`config.mk`:
```
export PLATFORM = sky130hd
export DESIGN_NAME = adc_sample_group_packer_unit
export DESIGN_NICKNAME = d
export VERILOG_FILES = /design/src/rtl/asgp_pkg.sv /design/src/rtl/asgp_front.sv /design/src/rtl/asgp_queue.sv /design/src/rtl/asgp_back.sv /design/src/rtl/adc_sample_group_packer_unit.sv
export SDC_FILE = /design/constraint.sdc
export NUM_CORES = 1
export LEC_CHECK = 0
export BUFFER_PORTS_ARGS = -buffer_cell sky130_fd_sc_hd__clkbuf_2
export CELL_PAD_IN_SITES_DETAIL_PLACEMENT = 0
export CELL_PAD_IN_SITES_GLOBAL_PLACEMENT = 1
export CORE_ASPECT_RATIO = 1.2
export CORE_MARGIN = 4
export CORE_UTILIZATION = 45
export DETAILED_ROUTE_END_ITERATION = 6
export PLACE_DENSITY_LB_ADDON = 0.2
export RECOVER_POWER = 50
export SLEW_MARGIN = 25
export SYNTH_ARGS = -nofsm -noshare
export SYNTH_HDL_FRONTEND = slang
export SYNTH_SLANG_ARGS = --single-unit
```
`constraint.sdc`:
```
create_clock -name clock -period 18.6 [get_ports clock]
set_input_delay 5.58 -clock clock [delete_from_list [all_inputs] [get_ports clock]]
set_output_delay 5.58 -clock clock [all_outputs]
set_load 0.005 [all_outputs]
```
`src/rtl/asgp_pkg.sv`:
```
package asgp_pkg;

   localparam int GROUP_SIZE = 4;
   localparam int FILL_W     = 2;
   localparam int IDX_W      = 3;

   localparam logic [FILL_W-1:0] LAST_POS = FILL_W'(GROUP_SIZE - 1);

   // One complete or frame-truncated group, handed from front to back.
   typedef struct packed {
      logic [7:0]                  header;
      logic [GROUP_SIZE-1:0][7:0]  high;
      logic [FILL_W-1:0]           last_pos;
      logic                        frame_end;
   } group_type;

endpackage

```
`src/rtl/asgp_front.sv`:
```
module asgp_front import asgp_pkg::*; (
   input  logic       clock,
   input  logic       reset,
   input  logic       take,
   input  logic [9:0] sample,
   input  logic       frame_last,
   output group_type  grp,
   output logic       grp_push
);

   logic [7:0]                 header_ff, header_in;
   logic [FILL_W-1:0]          fill_ff, fill_in;
   logic [GROUP_SIZE-1:0][7:0] high_ff, high_in;
   logic [7:0]                 hdr_merged;
   logic [GROUP_SIZE-1:0][7:0] high_merged;
   logic                       close;

   always_comb begin
      hdr_merged          = header_ff | (8'(sample[1:0]) << {fill_ff, 1'b0});
      high_merged         = high_ff;
      high_merged[fill_ff] = sample[9:2];
      close               = (fill_ff == LAST_POS) || frame_last;

      grp.header    = hdr_merged;
      grp.high      = high_merged;
      grp.last_pos  = fill_ff;
      grp.frame_end = frame_last;
      grp_push      = take && close;

      header_in = header_ff;
      fill_in   = fill_ff;
      high_in   = high_ff;
      if (take) begin
         high_in = high_merged;
         if (close) begin
            header_in = '0;
            fill_in   = '0;
         end else begin
            header_in = hdr_merged;
            fill_in   = fill_ff + FILL_W'(1);
         end
      end
   end

   always_ff @(posedge clock) begin
      if (reset) begin
         header_ff <= '0;
         fill_ff   <= '0;
      end else begin
         header_ff <= header_in;
         fill_ff   <= fill_in;
      end
      high_ff <= high_in;
   end

endmodule

```
`src/rtl/asgp_queue.sv`:
```
module asgp_queue import asgp_pkg::*; #(
   parameter int DEPTH = 2
) (
   input  logic      clock,
   input  logic      reset,
   input  logic      push,
   input  group_type push_grp,
   input  logic      pop,
   output group_type head,
   output logic      head_valid,
   output logic      full
);

   localparam int CNT_W = $clog2(DEPTH + 1);

   group_type          slot_ff [DEPTH];
   group_type          slot_in [DEPTH];
   logic [CNT_W-1:0]   count_ff, count_in;
   logic [CNT_W-1:0]   wr_idx;

   assign head       = slot_ff[0];
   assign head_valid = (count_ff != '0);
   assign full       = (count_ff == CNT_W'(DEPTH));

   always_comb begin
      // Shift towards the head on a pop; write behind the last live entry.
      wr_idx = count_ff - CNT_W'(pop);
      for (int i = 0; i < DEPTH; i++) begin
         if (pop && (i < DEPTH - 1)) begin
            slot_in[i] = slot_ff[(i < DEPTH - 1) ? i + 1 : i];
         end else begin
            slot_in[i] = slot_ff[i];
         end
         if (push && (wr_idx == CNT_W'(i))) begin
            slot_in[i] = push_grp;
         end
      end
      count_in = count_ff + CNT_W'(push) - CNT_W'(pop);
   end

   always_ff @(posedge clock) begin
      if (reset) begin
         count_ff <= '0;
      end else begin
         count_ff <= count_in;
      end
      slot_ff <= slot_in;
   end

endmodule

```
`src/rtl/asgp_back.sv`:
```
module asgp_back import asgp_pkg::*; (
   input  logic       clock,
   input  logic       reset,
   input  group_type  head,
   input  logic       head_valid,
   output logic       pop,
   output logic       rsp_valid,
   input  logic       rsp_ready,
   output logic [7:0] rsp_out_byte,
   output logic       rsp_frame_end
);

   logic [IDX_W-1:0]  idx_ff, idx_in;
   logic              valid_ff, valid_in;
   logic [7:0]        byte_ff, byte_in;
   logic              end_ff, end_in;
   logic              load, take, final_beat;
   logic [FILL_W-1:0] sel;

   always_comb begin
      load       = !valid_ff || rsp_ready;
      take       = load && head_valid;
      sel        = FILL_W'(idx_ff - IDX_W'(1));
      final_beat = (idx_ff == (IDX_W'(head.last_pos) + IDX_W'(1)));
      pop        = take && final_beat;

      idx_in   = idx_ff;
      byte_in  = byte_ff;
      end_in   = end_ff;
      valid_in = load ? 1'b0 : valid_ff;
      if (take) begin
         valid_in = 1'b1;
         byte_in  = (idx_ff == '0) ? head.header : head.high[sel];
         end_in   = final_beat && head.frame_end;
         idx_in   = final_beat ? '0 : idx_ff + IDX_W'(1);
      end
   end

   always_ff @(posedge clock) begin
      if (reset) begin
         idx_ff   <= '0;
         valid_ff <= 1'b0;
      end else begin
         idx_ff   <= idx_in;
         valid_ff <= valid_in;
      end
      byte_ff <= byte_in;
      end_ff  <= end_in;
   end

   assign rsp_valid     = valid_ff;
   assign rsp_out_byte  = byte_ff;
   assign rsp_frame_end = end_ff;

endmodule

```
`src/rtl/adc_sample_group_packer_unit.sv`:
```
// channel  | direction | beat contents
// req_     | in        | sample (10 b), frame_last (1 b)
// rsp_     | out       | out_byte (8 b), frame_end (1 b)
//
// A sample beat is taken whenever req_valid and req_ready are both high; a group of up to
// four samples leaves as a header beat plus one beat per sample, at one beat per cycle while
// rsp_ready stays high, so a full group leaves as five output beats.
// The group queue (QUEUE_DEPTH entries) lets samples keep arriving while a finished
// group drains; req_ready drops only while the queue is full. Reset is synchronous and
// clears group fill, header accumulator, queue count, byte index and output valid.
module adc_sample_group_packer_unit import asgp_pkg::*; #(
   parameter int QUEUE_DEPTH = 2
) (
   input  logic       clock,
   input  logic       reset,
   input  logic       req_valid,
   output logic       req_ready,
   input  logic [9:0] req_sample,
   input  logic       req_frame_last,
   output logic       rsp_valid,
   input  logic       rsp_ready,
   output logic [7:0] rsp_out_byte,
   output logic       rsp_frame_end
);

   group_type grp, head;
   logic      grp_push, pop, head_valid, q_full, take;

   // Hold off new samples only while no room is left for a finished group.
   assign req_ready = !q_full;
   assign take      = req_valid && req_ready;

   // Front: gather low-bit pairs and high bytes; emit a group on close.
   asgp_front u_front (
      .clock      (clock),
      .reset      (reset),
      .take       (take),
      .sample     (req_sample),
      .frame_last (req_frame_last),
      .grp        (grp),
      .grp_push   (grp_push)
   );

   // Queue between sample grouping and byte serialisation.
   asgp_queue #(.DEPTH(QUEUE_DEPTH)) u_queue (
      .clock      (clock),
      .reset      (reset),
      .push       (grp_push),
      .push_grp   (grp),
      .pop        (pop),
      .head       (head),
      .head_valid (head_valid),
      .full       (q_full)
   );

   // Back: walk header then high bytes into the output register.
   asgp_back u_back (
      .clock         (clock),
      .reset         (reset),
      .head          (head),
      .head_valid    (head_valid),
      .pop           (pop),
      .rsp_valid     (rsp_valid),
      .rsp_ready     (rsp_ready),
      .rsp_out_byte  (rsp_out_byte),
      .rsp_frame_end (rsp_frame_end)
   );

endmodule

```
==> impl_results.md, run 1 <==
- Status: complete, but fails checks
- Violated checks: capacitance limit, slew limit
- Routability cong.: around 0.74
- Distinct cells, synth: 35
- Drt total wl: about 11000 microns
- Syn_nets: about 360
- Row count: 45
- Post-synthesis cell area: roughly 6000 sq um
- Yosys warns: 0
- Wire per inst: between 15 and 20 microns
- TritonRoute pass-1 iters: 4
- Max-cap violations: 1
- Minimum clock period: 7760 ps
- Commonest cells post-synth: edfxtp_1, mux2_2, dfxtp_1, nor2_1, nand2_1
- Antenna viol nets, final: 0
- Initial antenna violation count: 0
- Hold_ws: between 400 and 500 ps
- Layout cells sized above 1: 0.262
- Hold Crit Class: register to register
- Worst endpoint required time: about 19000 ps
- Layout Cells excl Fill: 549
- Crit. End Element: register
- Initial DRC count: 119
- Final Hold Viols: 0
- Period Utilization, post-route: 0.417
- Vias post-DR: roughly 3000
- Via density: between 5 and 6
- Worst-path maximum fanout: 42
- Max-slew headroom: -0.749
- Worst skew pair latency: between 400 and 500 ps
- Fillers: 1045
- Post-Place Cells: just over 500
- Worst Tran Pin Value: 2620 ps
- Starting density of the core: 0.463
- Top cells by area, synth: edfxtp_1, mux2_2, dfxtp_1, mux4_2, ha_1
- Startpoint class of the critical path: input pin
- Setup violators final: 0
- CTS tree: yes
- Synth top area share: 0.644
- Largest area contributor in the netlist: edfxtp_1
- Post-detail-place hpwl: between 5000 and 6000 microns
- Top_reg_cell synth: edfxtp_1
- Crit path kind: input pin to register
- Post-synth EDFFs: 127
- DRC viols: 0
- Post-cts repair resize count: 0
- Synthesized instance count: 340
- Die W: ~110 microns
- RSZ-0062 raised after global routing: no
- Die area: ~15000 sq um
- CTS sink count: approximately 140
- Vias in the first global route: between 3000 and 4000
- Max Clock Skew: between 6 and 7 ps
- Gr usage total: 0.151
- Ys async rst share: 0
- Final core area utilization: 0.530
- CTS root buf: clkbuf_16
- Area of the multi-input gates: approximately 1700 sq um
- Core region area: between 10000 and 15000 sq um
- Setup repair bufs after CTS: 0
- Data arrival, critical path: between 8000 and 9000 ps
- Leakage power: between 2 and 2.5 nW
- Post-Syn Area per Cell: between 15 and 20 sq um
- Sequential Area: slightly above 4000 sq um
- Cts hold-fix bufs: 0
- Io pins: 26
- Fmax: between 100 and 150 MHz
- Setup TNS: 0 ps
- Peak supply drop: just over 0.00006 V
- Slew Viols, Final: 43
- TritonCTS buffer count: 17
- Nets: 395
- H-tree lvl count: 4
- Power per cell area: 135 nW/um^2
- Largest net degree at the start of global routing: 44
- Buffers on Ports: 25
- Synth-to-layout area growth: 14.4%
- Global-route wire length before repair: around 17000 microns
- Die Y: 134 microns
- Bufs on Longest Clock Path: 2
- Antenna Cells: 0
- #FFs+latches synth: around 140
- Most numerous cell in the Yosys netlist: edfxtp_1
- Sequential area share after synthesis: 0.698
- Grt ovf: 0
- Clk pin slew, worst setup/hold paths: 60 ps
==> power by group <==
group / leakage (nW) / internal (mW) / switching, mW
Clock: 0.296 / 0.222 / 0.123
Combinational: 0.690 / 0.0608 / 0.0776
Sequential: 1.32 / 0.413 / 0.0182
Total: 2.30 / 0.695 / 0.219
==> worst paths after layout <==
path | endpoint | start | slack, ps | cells after the start
worst max-delay path | u_front.header_ff[6]$_SDFFE_PP0P_ | req_valid | 10840 | 6
worst max register to register | u_queue.head[25]$_DFFE_PP_ | u_front.fill_ff[0]$_SDFFE_PP0P_ | 15000 | 6
worst min-delay path | u_front.header_ff[1]$_SDFFE_PP0P_ | u_front.header_ff[1]$_SDFFE_PP0P_ | 480 | 2
worst min register to register | u_front.header_ff[1]$_SDFFE_PP0P_ | u_front.header_ff[1]$_SDFFE_PP0P_ | 480 | 2
==> kinds of logic (layout without fill, tap and decap cells) <==
group | after synthesis | after routing | synth area share
AND/OR/NAND/NOR | 42 | 42 | 0.0338
adder cells (fa/ha/maj) | 8 | 8 | 0.0169
buffers and inverters | 22 | 67 | 0.0199
AO/OA/AOI/OAI | 28 | 28 | 0.0338
multiplexers | 92 | 92 | 0.190
flip-flops | 143 | 143 | 0.698
XOR/XNOR | 5 | 5 | 0.00740
==> state kept, by name, indices dropped and copies added, names as in the netlist <==
register and flops:
u_queue.slot_ff 43, u_front.fill_ff 2, u_queue.count_ff 2, u_back.idx_ff 3, u_back.rsp_frame_end 1, u_front.header_ff 8, u_front.high_ff 32, u_queue.head 43
u_back.rsp_out_byte 8, u_back.rsp_valid 1
==> cell usage in the layout, fill, tap and decap left out, types with 2 or more instances in the layout <==
cell type,Yosys,layout
clkinv_1,0,3
dfxtp_1,16,16
inv_1,7,7
nor2b_1,4,4
nor3b_1,2,2
a31o_2,2,2
clkbuf_1,8,19
clkinv_2,0,5
mux2_2,83,50
buf_4,1,2
mux2_1,0,33
xnor2_1,4,4
a21oi_1,4,4
clkbuf_16,0,17
nand2b_1,3,3
a21o_1,6,6
bufinv_16,0,4
ha_1,8,8
clkbuf_2,0,8
o21ai_0,3,3
a31oi_1,7,7
nor2_1,16,16
nand3_1,3,3
a41oi_1,2,2
nand2_1,9,8
edfxtp_1,127,127
mux4_2,8,8
==> layout make-up <==
cell class | instances | share of cell area
inverters | 7 | 0.00388
well taps | 164 | 0.0303
clock buffers | 18 | 0.0634
clock inverters | 14 | 0.0255
flip-flops and latches | 143 | 0.610
repair buffers | 28 | 0.0181
multi-input cells | 175 | 0.248
==> routing by layer <==
metal	up-vias	track usage	wire length (microns)
met2	41	0.245	5180
met1	1516	0.191	4870
met4	0	0.0661	206
li1	1386	-	-
met5	-	0	0
met3	14	0.0391	259
==> worst max-delay path, cell delays in order <==
cell and delay, ps:
clkbuf_2 80, nand2_1 90, inv_1 70, clkbuf_1 1850
a41oi_1 250, nor2_1 160
==> metrics by stage <==
step / setup WS, ps / instance area (sq um) / power, mW
after floorplan: 5440 / 5920 / 0.540
after global placement: 10740 / 6190 / 0.581
after detailed placement: 10650 / 6190 / 0.584
after CTS: 11100 / 6790 / 0.930
after global routing: 10530 / 6770 / 0.955
final: 10840 / 6770 / 0.914
No activity file was read; power rests on OpenSTA's default activity.
==> inputs of run 2 (changes only) <==
==> constraint.sdc (replaced) <==
create_clock -name clock -period 7.4 [get_ports clock]
set_input_delay 2.22 -clock clock [delete_from_list [all_inputs] [get_ports clock]]
set_output_delay 2.22 -clock clock [all_outputs]
set_load 0.005 [all_outputs]
==> impl_results.md, run 2 (same netlist as run 1, synthesis figures left out) <==
- Crit path top cell by count: clkbuf_1
- CTS sink count: around 140
- Crit. End Element: register
- Most common cell after layout, fill and taps aside: edfxtp_1
- Reg-to-Reg Start: u_front.fill_ff[0]$_SDFFE_PP0P_
- Status: complete, but fails checks
- Period Utilization, post-route: 0.581
- Worst skew pair latency: roughly 410 ps
- Total power: 2.25 mW
- Worst endpoint required time: 7740 ps
- Hold Startpoint: u_front.header_ff[2]$_SDFFE_PP0P_
- RSZ-0062 raised after global routing: no
- Global-route wire length before repair: 17100 microns
- Gr usage total: 0.153
- Startpoint class of the critical path: input pin
- R2R setup slack: about 3600 ps
- Core region area: between 10000 and 15000 sq um
- Reg2reg path depth: 6
- Crit path kind: input pin to register
- Setup repair bufs after CTS: 0
- Reg2reg end: u_queue.head[10]$_DFFE_PP_
- Drt total wl: between 10000 and 15000 microns
- Via density: 5.33
- Critical path's largest stage delay: about 1800 ps
- CTS tree: yes
- Clk pin slew, worst setup/hold paths: ~60 ps
- Setup TNS: 0 ps
- TritonRoute pass-1 iters: 4
- Cells on Worst Hold Path: 2
- Row count: 45
- Die W: around 110 microns
- Die Y: 134 microns
- Synth-to-layout area growth: 14.0%
- Fmax: 233 MHz
- Peak supply drop: between 0.00015 and 0.0002 V
- Critical Path, Cell by Cell: clkbuf_1, nand2_1, inv_1, clkbuf_1, a41oi_1, nor2_1
- Antenna viol nets, final: 0
- DRC viols: 0
- Cts hold-fix bufs: 0
- Largest net degree at the start of global routing: 44
- Grt ovf: 0
- Initial antenna violation count: 0
- Final Hold Viols: 0
- Max-slew headroom: -0.657
- Commonest non-fill, non-tap cells in the layout: edfxtp_1, mux2_2, mux2_1
- Fillers: around 1000
- Max Clock Skew: between 6 and 7 ps
- H-tree lvl count: 4
- Leakage power: between 2 and 2.5 nW
- Vias post-DR: a little under 3000
- Wire per inst: roughly 20 microns
- Setup violators final: 0
- CTS root buf: clkbuf_16
- Slew Viols, Final: between 40 and 50
- Post-cts repair resize count: 0
- Layout cells sized above 1: 0.247
- Slowest-stage cell, CP: clkbuf_1
- Worst Tran Pin Value: roughly 2500 ps
- Routability cong.: 0.759
- Antenna Cells: 0
- Nets: between 300 and 400
- Post-detail-place hpwl: ~6200 microns
- Hold Path End: u_front.header_ff[2]$_SDFFE_PP0P_
- Buffers on Ports: 25
- Violated checks: capacitance limit, slew limit
- Power per cell area: 334 nW/um^2
- Hold Crit Class: register to register
- Vias in the first global route: 3083
- Worst-path maximum fanout: 42
- Bufs on Longest Clock Path: 2
- TritonCTS buffer count: 17
- Initial DRC count: 110
- Io pins: 26
- Max-cap violations: 1
- Die area: roughly 15000 sq um
- Data arrival, critical path: ~4600 ps
- Starting density of the core: 0.463
- Minimum clock period: between 4000 and 5000 ps
-- run 2: changes by cell type in the layout (fill, tap and decap cells not counted), sizes merged --
cell / previous run / this run
bufinv: 4 / 3
clkinv: 9 / 8
clkbuf: 44 / 47
clkinvlp: 1 / 0
-- run 2: worst max-delay path: cells and delay by family --
kind / cells / cell delay (ps)
compound gates: 1 / 240
buf+inv: 3 / 1910
simple gates: 2 / 250
-- run 2: routing by layer --
| metal | part of all wire | vias up | track usage |
|---|---|---|---|
| met5 | 0 | - | 0 |
| met1 | 0.45 | 1489 | 0.188 |
| met4 | 0.021 | 0 | 0.0595 |
| li1 | - | 1383 | - |
| met3 | 0.032 | 16 | 0.0445 |
| met2 | 0.50 | 39 | 0.254 |
-- run 2: power by group --
group	internal [mW]	switching, mW
Sequential	1.04	0.0458
Combinational	0.153	0.199
Clock	0.520	0.297
Total	1.71	0.542
-- run 2: worst max-delay path by stage --
stage | from | endpoint | slack [ps]
after floorplan | req_valid | u_queue.slot_ff[0]$_DFFE_PP_ | 1820
after global placement | rsp_ready | u_queue.head[29]$_DFFE_PP_ | 2680
after detailed placement | req_frame_last | u_queue.head[27]$_DFFE_PP_ | 2760
after CTS | req_frame_last | u_queue.head[27]$_DFFE_PP_ | 3190
after global routing | req_valid | u_front.header_ff[7]$_SDFFE_PP0P_ | 2720
final | req_valid | u_front.header_ff[6]$_SDFFE_PP0P_ | 3100
-- run 2: layout make-up --
class	instances	area [sq um]	share of cell area
Inverter	7	26.3	0.00389
Multi-Input combinational cell	175	1700	0.251
Sequential cell	143	4130	0.613
Timing Repair Buffer	28	125	0.0185
Clock buffer	21	440	0.0653
Clock inverter	11	121	0.0180
Tap cell	164	205	0.0304
-- run 2: through the flow --
step	std cells	util	setup slack (ps)	instance area [sq um]	hold slack [ps]
2_1_floorplan	340	-	1820	5930	439
3_3_place_gp	517	0.485	2680	6200	451
3_5_place_dp	517	0.486	2760	6210	462
4_1_cts	549	0.530	3190	6770	477
5_1_grt	549	0.528	2720	6750	511
6_report	549	0.528	3100	6750	470
==> inputs of run 3 (changes only) <==
==> constraint.sdc (replaced) <==
create_clock -name clock -period 3.6 [get_ports clock]
set_input_delay 1.08 -clock clock [delete_from_list [all_inputs] [get_ports clock]]
set_output_delay 1.08 -clock clock [all_outputs]
set_load 0.005 [all_outputs]
==> impl_results.md, run 3 (same netlist as run 1, synthesis figures left out) <==
- Via density: roughly 5.3
- Post-cts repair resize count: 0
- Clk pin slew, worst setup/hold paths: roughly 60 ps
- Setup violators final: 0
- Startpoint class of the critical path: register
- Die area: approximately 15000 sq um
- DRC viols: 0
- Die W: ~110 microns
- Bufs on Longest Clock Path: 2
- TritonRoute pass-1 iters: 5
- Leakage power: ~2.3 nW
- Fmax: 339 MHz
- Crit path kind: register to register
- CTS sink count: between 100 and 150
- Die Y: around 130 microns
- Post-Place Cells: between 500 and 600
- Synth-to-layout area growth: 15.2%
- Gr usage total: 0.154
- Largest net degree at the start of global routing: 44
- Peak supply drop: about 0.00034 V
- Cts hold-fix bufs: 0
- Worst skew pair latency: between 400 and 500 ps
- Antenna Cells: 0
- Part of the power in registers: 0.466
- Crit. End Element: register
- TritonCTS buffer count: 17
- Data arrival, critical path: just over 3000 ps
- Vias in the first global route: about 3100
- Net Switching: about 1.2 mW
- Clk pwr share: 0.369
- CTS tree: yes
- Worst-path maximum fanout: 43
- Layout Cells excl Fill: between 500 and 600
- Net Sw Frac: 0.248
- Io pins: 26
- Hold_ws: between 400 and 500 ps
- Commonest non-fill, non-tap cells in the layout: edfxtp_1, mux2_2, mux2_1
- Antenna viol nets, final: 0
- H-tree lvl count: 4
- Starting density of the core: 0.463
- Vias post-DR: 2963
- Final Hold Viols: 0
- Worst endpoint required time: between 3000 and 4000 ps
- Comb pwr share: 0.165
- Setup TNS: 0 ps
- Global-route wire length before repair: 17300 microns
- Most common cell after layout, fill and taps aside: edfxtp_1
- Post-detail-place hpwl: roughly 6300 microns
- CTS root buf: clkbuf_16
- Max-cap violations: 0
- RSZ-0062 raised after global routing: no
- Max-slew headroom: 0.223
- Row count: 45
- Core region area: about 13000 sq um
- Nets: 400
- Total power: between 4 and 5 mW
- Layout cells sized above 1: 0.292
- Setup repair bufs after CTS: 0
- Wire per inst: 19.6 microns
- Routability cong.: between 0.7 and 0.8
- Initial antenna violation count: 0
- Worst Tran Pin Value: approximately 1200 ps
- Max Clock Skew: ~9.0 ps
- Status: finished clean
- Buffers on Ports: 25
- Minimum clock period: slightly below 3000 ps
- Hold Crit Class: register to register
- Slew Viols, Final: 0
- Power per cell area: 691 nW/um^2
- Drt total wl: around 11000 microns
- Initial DRC count: 191
- Fillers: between 1000 and 1500
- Internal power: between 3 and 4 mW
- Grt ovf: 0
- Period Utilization, post-route: 0.819
==> run 3: cell count changes in the layout (fill, tap and decap cells not counted), sizes merged <==
cell and delta:
clkbuf -1, clkinvlp +3, inv +2, buf +2, clkinv -1
==> run 3: per-layer routing <==
metal	routed length, microns	track usage
met2	5560	0.250
met1	4910	0.202
met4	117	0.0481
met3	250	0.0445
met5	0	0
==> run 3: power groups by stage <==
stage / logic (mW) / registers (mW) / clock network [mW]
floorplan: 0.573 / 2.22 / 0
global route: 0.860 / 2.22 / 1.87
finish: 0.780 / 2.20 / 1.74
CTS: 0.827 / 2.20 / 1.78
global placement: 0.811 / 2.22 / 0
detailed placement: 0.826 / 2.23 / 0
==> run 3: path summary, 6_finish.rpt <==
kind	start	endpoint	slack (ps)	cells after the start
min	u_front.header_ff[5]$_SDFFE_PP0P_	u_front.header_ff[5]$_SDFFE_PP0P_	470	2
min reg2reg	u_front.header_ff[5]$_SDFFE_PP0P_	u_front.header_ff[5]$_SDFFE_PP0P_	470	2
max	u_front.fill_ff[1]$_SDFFE_PP0P_	u_queue.head[27]$_DFFE_PP_	650	6
max reg2reg	u_front.fill_ff[1]$_SDFFE_PP0P_	u_queue.head[27]$_DFFE_PP_	650	6
==> run 3: through the flow <==
step | setup slack (ps) | area, sq um | utilization
detailed placement | 627 | 6250 | 0.489
finish | 651 | 6820 | 0.534
global route | 474 | 6820 | 0.534
CTS | 606 | 6850 | 0.536
global placement | 609 | 6250 | 0.489
floorplan | 308 | 5940 | -
==> run 3: cell type report <==
class	instances	area (sq um)	share of cell area
multi-input combinational	175	1690	0.248
clock buffer	17	425	0.0624
timing repair buffer	33	173	0.0253
sequential	143	4130	0.606
inverter	7	26.3	0.00385
clock inverter	15	169	0.0248
tap	164	205	0.0301
==> run 3: critical path: stages (launching register included) <==
cell and delay (ps):
dfxtp_1 560, ha_1 510, o21ai_0 280, or4_1 490
o21ai_4 170, buf_12 260, mux2_2 380
